--- src/sv/gqi_pkg.sv ---
`timescale 1ns / 1ps
// ----------------------------------------------------------------------------
// gqi_pkg
// Shared types, constants and term tables of the quaternion integrator.
// ----------------------------------------------------------------------------
package gqi_pkg;

  typedef logic [31:0] word_t;
  typedef word_t [3:0] quat_t;
  typedef word_t [2:0] rates_t;

  localparam int NORM_ITERATIONS_DEF = 4;
  localparam word_t STEP_RESET = 32'd4294967;
  localparam word_t ATT_ONE = 32'h4000_0000;

  // Restoring divider widths: numerator, divisor.
  localparam int DIV_NW = 63;
  localparam int DIV_DW = 33;

  // Attitude part indexes.
  localparam logic [1:0] IDX_W = 2'd0;
  localparam logic [1:0] IDX_X = 2'd1;
  localparam logic [1:0] IDX_Y = 2'd2;
  localparam logic [1:0] IDX_Z = 2'd3;

  // Control bundle from the sequencer to each lane.
  typedef struct packed {
    logic       acc_clr;
    logic       term_mul;
    logic [1:0] term;
    logic       term_add;
    logic       scale_mul;
    logic       scale_sum;
    logic       update;
    logic       square;
  } lane_ctl_t;

  // Hamilton product q * (0, r): attitude part used by term k of lane j.
  function automatic logic [1:0] term_q(input int lane, input logic [1:0] k);
    logic [1:0] r;
    r = IDX_W;
    case (lane)
      0: r = (k == 2'd0) ? IDX_X : (k == 2'd1) ? IDX_Y : IDX_Z;
      1: r = (k == 2'd0) ? IDX_W : (k == 2'd1) ? IDX_Y : IDX_Z;
      2: r = (k == 2'd0) ? IDX_W : (k == 2'd1) ? IDX_X : IDX_Z;
      default: r = (k == 2'd0) ? IDX_W : (k == 2'd1) ? IDX_X : IDX_Y;
    endcase
    return r;
  endfunction

  // Rate axis (0 x, 1 y, 2 z) used by term k of lane j.
  function automatic logic [1:0] term_r(input int lane, input logic [1:0] k);
    logic [1:0] r;
    r = 2'd0;
    case (lane)
      0: r = (k == 2'd0) ? 2'd0 : (k == 2'd1) ? 2'd1 : 2'd2;
      1: r = (k == 2'd0) ? 2'd0 : (k == 2'd1) ? 2'd2 : 2'd1;
      2: r = (k == 2'd0) ? 2'd1 : (k == 2'd1) ? 2'd2 : 2'd0;
      default: r = (k == 2'd0) ? 2'd2 : (k == 2'd1) ? 2'd1 : 2'd0;
    endcase
    return r;
  endfunction

  // Whether term k of lane j is subtracted.
  function automatic logic term_neg(input int lane, input logic [1:0] k);
    logic r;
    r = 1'b0;
    case (lane)
      0: r = 1'b1;
      1: r = (k == 2'd2);
      2: r = (k == 2'd1);
      default: r = (k == 2'd2);
    endcase
    return r;
  endfunction

endpackage

--- src/sv/gqi_div.sv ---
`timescale 1ns / 1ps
// ----------------------------------------------------------------------------
// gqi_div
// Restoring unsigned divider, one quotient bit per cycle.
// ----------------------------------------------------------------------------
module gqi_div (
  input  logic                       clk,
  input  logic                       rst,
  input  logic                       start,
  input  logic [gqi_pkg::DIV_NW-1:0] num,
  input  logic [gqi_pkg::DIV_DW-1:0] den,
  output logic                       done,
  output logic [gqi_pkg::DIV_NW-1:0] quo
);
  import gqi_pkg::*;

  localparam int CW = $clog2(DIV_NW);

  logic          busy;
  logic [CW-1:0] cnt;
  logic [DIV_DW-1:0] rem;
  logic [DIV_NW-1:0] work;
  logic [DIV_DW:0]   trial;
  logic              ge;
  logic [DIV_DW-1:0] rem_next;

  // One shift-and-subtract step.
  always_comb begin
    trial = {rem, work[DIV_NW-1]};
    ge = (trial >= {1'b0, den});
    rem_next = ge ? DIV_DW'(trial - {1'b0, den}) : DIV_DW'(trial);
  end

  // Step control.
  always_ff @(posedge clk) begin
    if (rst) begin
      busy <= 1'b0;
      done <= 1'b0;
      cnt <= '0;
    end else begin
      done <= 1'b0;
      if (start) begin
        busy <= 1'b1;
        cnt <= '0;
      end else if (busy) begin
        cnt <= cnt + 1'b1;
        if (cnt == CW'(DIV_NW - 1)) begin
          busy <= 1'b0;
          done <= 1'b1;
        end
      end
    end
  end

  // Remainder and quotient shift register.
  always_ff @(posedge clk) begin
    if (start) begin
      rem <= '0;
      work <= num;
    end else if (busy) begin
      rem <= rem_next;
      work <= {work[DIV_NW-2:0], ge};
    end
  end

  assign quo = work;

endmodule

--- config.mk ---
export PLATFORM = sky130hd
export DESIGN_NAME = gqi_div
export DESIGN_NICKNAME = d
export VERILOG_FILES = /design/src/sv/gqi_pkg.sv /design/src/sv/gqi_div.sv
export SDC_FILE = /design/constraint.sdc
export NUM_CORES = 1
export LEC_CHECK = 0
export BUFFER_PORTS_ARGS = -buffer_cell sky130_fd_sc_hd__buf_2
export CAP_MARGIN = 10
export CORE_ASPECT_RATIO = 0.6
export CORE_MARGIN = 4
export CORE_UTILIZATION = 39
export CTS_BUF_LIST = sky130_fd_sc_hd__clkbuf_8 sky130_fd_sc_hd__clkbuf_16
export DETAILED_ROUTE_END_ITERATION = 10
export PLACE_DENSITY_LB_ADDON = 0.3
export SYNTH_ARGS = -nofsm -noshare
export SYNTH_HDL_FRONTEND = slang
export SYNTH_SLANG_ARGS = --single-unit
--- constraint.sdc ---
create_clock -name clk -period 4 [get_ports clk]
set_input_delay 0.8 -clock clk [delete_from_list [all_inputs] [get_ports clk]]
set_output_delay 0.8 -clock clk [all_outputs]
set_load 0.05 [all_outputs]
Yosys cells after proc, flatten, opt, wreduce, memory -nomap -nowiden. Cells that the tools add are included.

Register bits: 104. Input bits: 99. Output and inout port bits: 64. Logic and storage cells: 20.

Add/subtract/negate cells: 2. $lt $le $gt $ge: 1. Eq/ne operators: 1. Multiplexer cells: 7. Bitwise gates (word level): 1. Reduce and logical (&&, ||, !) cells: 3.

Operators with widths (number): 63-bit 2-to-1 mux (2); 34-bit by 33-bit >= comparator with 1-bit output (1); 33-bit 2-to-1 mux (1); 33-bit subtractor (1); 6-bit by 1-bit adder with 6-bit output, second input constant (1); 6-bit == test, second input constant (1); 1-bit 2-to-1 mux (4); 3-bit OR reduction (1); 2-bit nonzero test (1); 2-bit OR reduction (1); 1-bit NOT (1).

Depth between registers and ports, before layout.
Depth after elaboration: 4. Gate-level depth with buffers: 14. Mapped depth without buffers: 12.

Least setup slack after synthesis. Ideal clock, no wire load.

Path type: input to register. From: input port den[0] (netlist bit). To: register work[0] (netlist: quo[0]) (data pin). Library setup time: 0.260 ns. Data arrival time: 3.054 ns. Data required time: 3.740 ns. Path slack: 0.687 ns. Stages: 12. Path buffers: 2. Cells stage by stage: ha_1 > inv_1 > fa_1 > a21o_1 > a311o_1 > nand3_1 > and3b_1 > a21oi_4 > a41o_1 > buf_6 > buf_6 > mux2_2.

Longest elaborated chain between the ends: 3.

Ends and longest elaborated chain: start, declared (line gqi_div.sv:11) `input logic [gqi_pkg::DIV_DW-1:0] den,`; 34-bit by 33-bit >= comparator with 1-bit output (line gqi_div.sv:30) `ge = (trial >= {1'b0, den});`; 63-bit 2-to-1 mux (line gqi_div.sv:60) `end else if (busy) begin`; 63-bit 2-to-1 mux (line gqi_div.sv:57) `if (start) begin`; end signal, assigned (line gqi_div.sv:59) `work <= num;`; end signal, assigned (line gqi_div.sv:62) `work <= {work[DIV_NW-2:0], ge};`; end, declared (line gqi_div.sv:22) `logic [DIV_NW-1:0] work;`.

No other way between the ends. The select of a mux whose other input is x is not followed. A chain may end at the register's enable or synchronous reset.

Worst setup path in the final report.
From: register work[62] (netlist: quo[62]). To: register rem[24].

Longest elaborated chain between the ends: 2. Elaborated cells on any way between the ends: 3. Those cells by class: add/sub (1); order compare (1); mux (1).

Ends and longest elaborated chain: 33-bit subtractor or 34-bit by 33-bit >= comparator with 1-bit output (tied branches) (line gqi_div.sv:31, gqi_div.sv:30); 33-bit 2-to-1 mux * (line gqi_div.sv:31) `rem_next = ge ? DIV_DW'(trial - {1'b0, den}) : DIV_DW'(trial);`; end signal, assigned (line gqi_div.sv:61) `rem <= rem_next;`; end, declared (line gqi_div.sv:21) `logic [DIV_DW-1:0] rem;`.

Every way passes the cells marked *; elsewhere a longest branch is shown, timed or not.

==> impl_metrics.yaml <==
final_layout:
  fin_util_pct: 47.8
  drive_gt1_share_pct: 34.8
  layout_commonest_cell: "buf_2"
  area_growth_pct: 19.9
  fin_cells: 1013
  layout_common_cells: "buf_2 (161), mux2_2 (63), edfxtp_1 (63)"
  nets: 915
  antenna_cells: 0
timing:
  finalSetupTns_ns: 0
  fin_crit_ns: 3.20
  rsz0062_at_grt: "no"
  slew_headroom_pct: 46.7
  skew_ns: 0.0152
  final-setup-viol-count: 0
  hold_viol: 0
  worstMarginPinSlew_ns: 0.796
  min_period_over_period_pct: 80.0
  max_freq_mhz: 313
  finalMaxSlewViolations: 0
clock_network:
  clock_latency_ns: 0.35
  cts_root_buffer: "clkbuf_16"
  cts_tree: "built"
  h-tree-depth: 3
  numClockSinks: 104
  cts_buffer_depth: 2
  cts_inserted_buffers: 9
  clk_pin_slew_worst_paths_ns: 0.08
  cts_resized: 0
  post_cts_buffers: 0
  cts_hold_buf: 0
yosys:
  synth_xor_area_share_pct: 4.18
  synth_edf_count: 63
  synth_top_family_by_area: "compound AO/OA/AOI/OAI gates"
  yosys.area_share.simple_pct: 12.0
  ys_types: 64
  synth_top_area_share_pct: 29.2
  netlist_area_um2: 6490
  synth_ff_type: "edfxtp_1"
  yosysWarnings: 0
  syn_area_per_cell_um2: 10.2
  syn_nets: 769
  synth.area.mux_share_pct: 13.9
  synthAdderAreaFrac_pct: 7.06
  yosysSeqAreaShare_pct: 41.8
  synth-compound-area-share_pct: 15.7
  synth_seq_cells: 104
  synth_cells: 634
  async_flop_share_pct: 0
  yosysTopAreaCell: "edfxtp_1"
  synth_area_leaders: "edfxtp_1 (29%), dfxtp_1 (13%), mux2_2 (11%)"
run_status:
  outcome: "completed"
route:
  wire_per_inst_um: 16.9
  num_vias: 5366
  first_iter_violations: 546
  vias_per_cell: 5.30
  first_pass_iters: 6
  finalWirelength_mm: 17.1
  drt.antenna.violating_nets: 0
  drcViolationCount: 0
global_route:
  grt_max_degree: 56
  grtUsageTotal_pct: 17.4
  grt-ovfl-total: 0
  antenna_found_initial: 0
  grt_pass1_vias: 4858
  grt_pass1_wl_mm: 26.4
critical_path:
  max_stage_delay_ns: 0.47
  r2r-start: "quo[62]$_DFFE_PP_"
  critical_path_required_ns: 4.25
  crit_start: "quo[62]$_DFFE_PP_"
  cp_slowest_cell: "edfxtp_1"
  r2r_slack_ns: 0.80
  startpoint_type: "register"
  rr_endpoint: "rem[24]$_SDFFE_PP0P_"
  arrival_ns: 3.45
  worstSetupPathType: "register to register"
  endpoint: "rem[24]$_SDFFE_PP0P_"
  cp_num_buf_inv: 2
  r2r_cells: 12
  path_max_fanout: 5
  worstSetupEndpointType: "register"
  path_cells: "inv_1 -> ha_1 -> inv_1 -> fa_1 -> a21o_1 -> a311o_1 -> a21oi_2 -> o21ai_0 -> a21oi_1 -> xnor2_1 -> mux2i_1 -> a211oi_1"
  cp.depth: 12
  path_common_cell: "inv_1"
  critPathTopFamily: "compound AO/OA/AOI/OAI gates"
worst_hold_path:
  hold_class: "register to register"
  min_path_cells: 2
placed_design:
  dp.cells: 997
  dp_hpwl_mm: 13.1
  io_buffer_count: 162
  gp_congestion: 0.884
die:
  core-area_um2: 16300
  rows: 36
  ioPinCount: 163
  start_util_pct: 39.9
  dieArea_um2: 18800
  die_x_um: 175
  die_y_um: 108
power_and_ir_drop:
  power-per-cell-area_nw_per_um2: 405
  peakVddDrop_mv: 0.213
  leakagePower_nw: 3.29
job:
  drv_cap: 0
## cell type report
type / count / area (µm²)
inverter: 45 / 169
clock buffer: 9 / 225
fill: 1552 / 8480
timing repair buffer: 170 / 898
sequential: 104 / 2710
clock inverter: 7 / 60.1
tap: 228 / 285
multi-input combinational: 450 / 3430
## flip-flops by register name (all words and copies together), names as in the netlist
name	cells
quo	63
rem	33
cnt	6
busy	1
done	1
## stage by stage
stage,hold slack (ns),total power [mW],instance area [µm²],setup WS [ns]
floorplan,0.450,2.06,6490,0.687
global placement,0.476,2.30,7490,0.544
detailed placement,0.479,2.30,7490,0.495
CTS,0.490,3.16,7780,0.837
global route,0.529,3.30,7780,0.639
finish,0.488,3.15,7780,0.800
## report_power, final
part | switching [mW] | internal, mW
Combinational | 0.628 | 0.340
Clock | 0.426 | 0.435
Sequential | 0.0655 | 1.25
## tightest hold or removal path, cell delays in order (launching register included)
cell and delay, ns:
dfxtp_1 0.32, o21ai_0 0.07, a21oi_1 0.06
## synth_stat cells, types with 3 or more instances
master and instances:
inv_1 45, nand4_1 12, a211oi_1 19, o21bai_1 3, a311oi_2 3, edfxtp_1 63
o311ai_0 4, nor2b_1 5, ha_1 35, nand2_1 38, a31oi_1 3, a21oi_1 35
xnor2_1 20, buf_2 8, or2_2 3, xor2_1 11, o21a_1 4, clkbuf_1 21
a311oi_1 3, and3_1 6, o31ai_1 5, nor2_1 50, a32oi_1 5, mux2_2 63
nor3_1 8, a21oi_2 3, nand3_1 14, buf_6 3, a21o_1 9, dfxtp_1 41
o21ai_0 23, nand2b_1 5, or3_1 3, mux2i_1 19, nor4_1 3
## layer usage
layer  global-route usage, %  wire (µm)
met3                    3.47       1300
met4                    3.42        175
met2                    22.6       6680
met5                       0          0
met1                    28.9       8930
## cells by family after synthesis
group | after synthesis
AND/OR/NAND/NOR | 159
adder cells (fa/ha/maj) | 36
buffers and inverters | 80
flip-flops | 104
AO/OA/AOI/OAI | 142
XOR/XNOR | 31
multiplexers | 82
## worst min-delay path by stage
stage,startpoint,endpoint
global placement,cnt[5]$_SDFFE_PP0P_,cnt[5]$_SDFFE_PP0P_
finish,cnt[5]$_SDFFE_PP0P_,cnt[5]$_SDFFE_PP0P_
CTS,cnt[5]$_SDFFE_PP0P_,cnt[5]$_SDFFE_PP0P_
global route,rem[32]$_SDFFE_PP0P_,rem[32]$_SDFFE_PP0P_
detailed placement,cnt[5]$_SDFFE_PP0P_,cnt[5]$_SDFFE_PP0P_
floorplan,rem[32]$_SDFFE_PP0P_,rem[32]$_SDFFE_PP0P_
No activity file was read; power rests on OpenSTA's default activity.
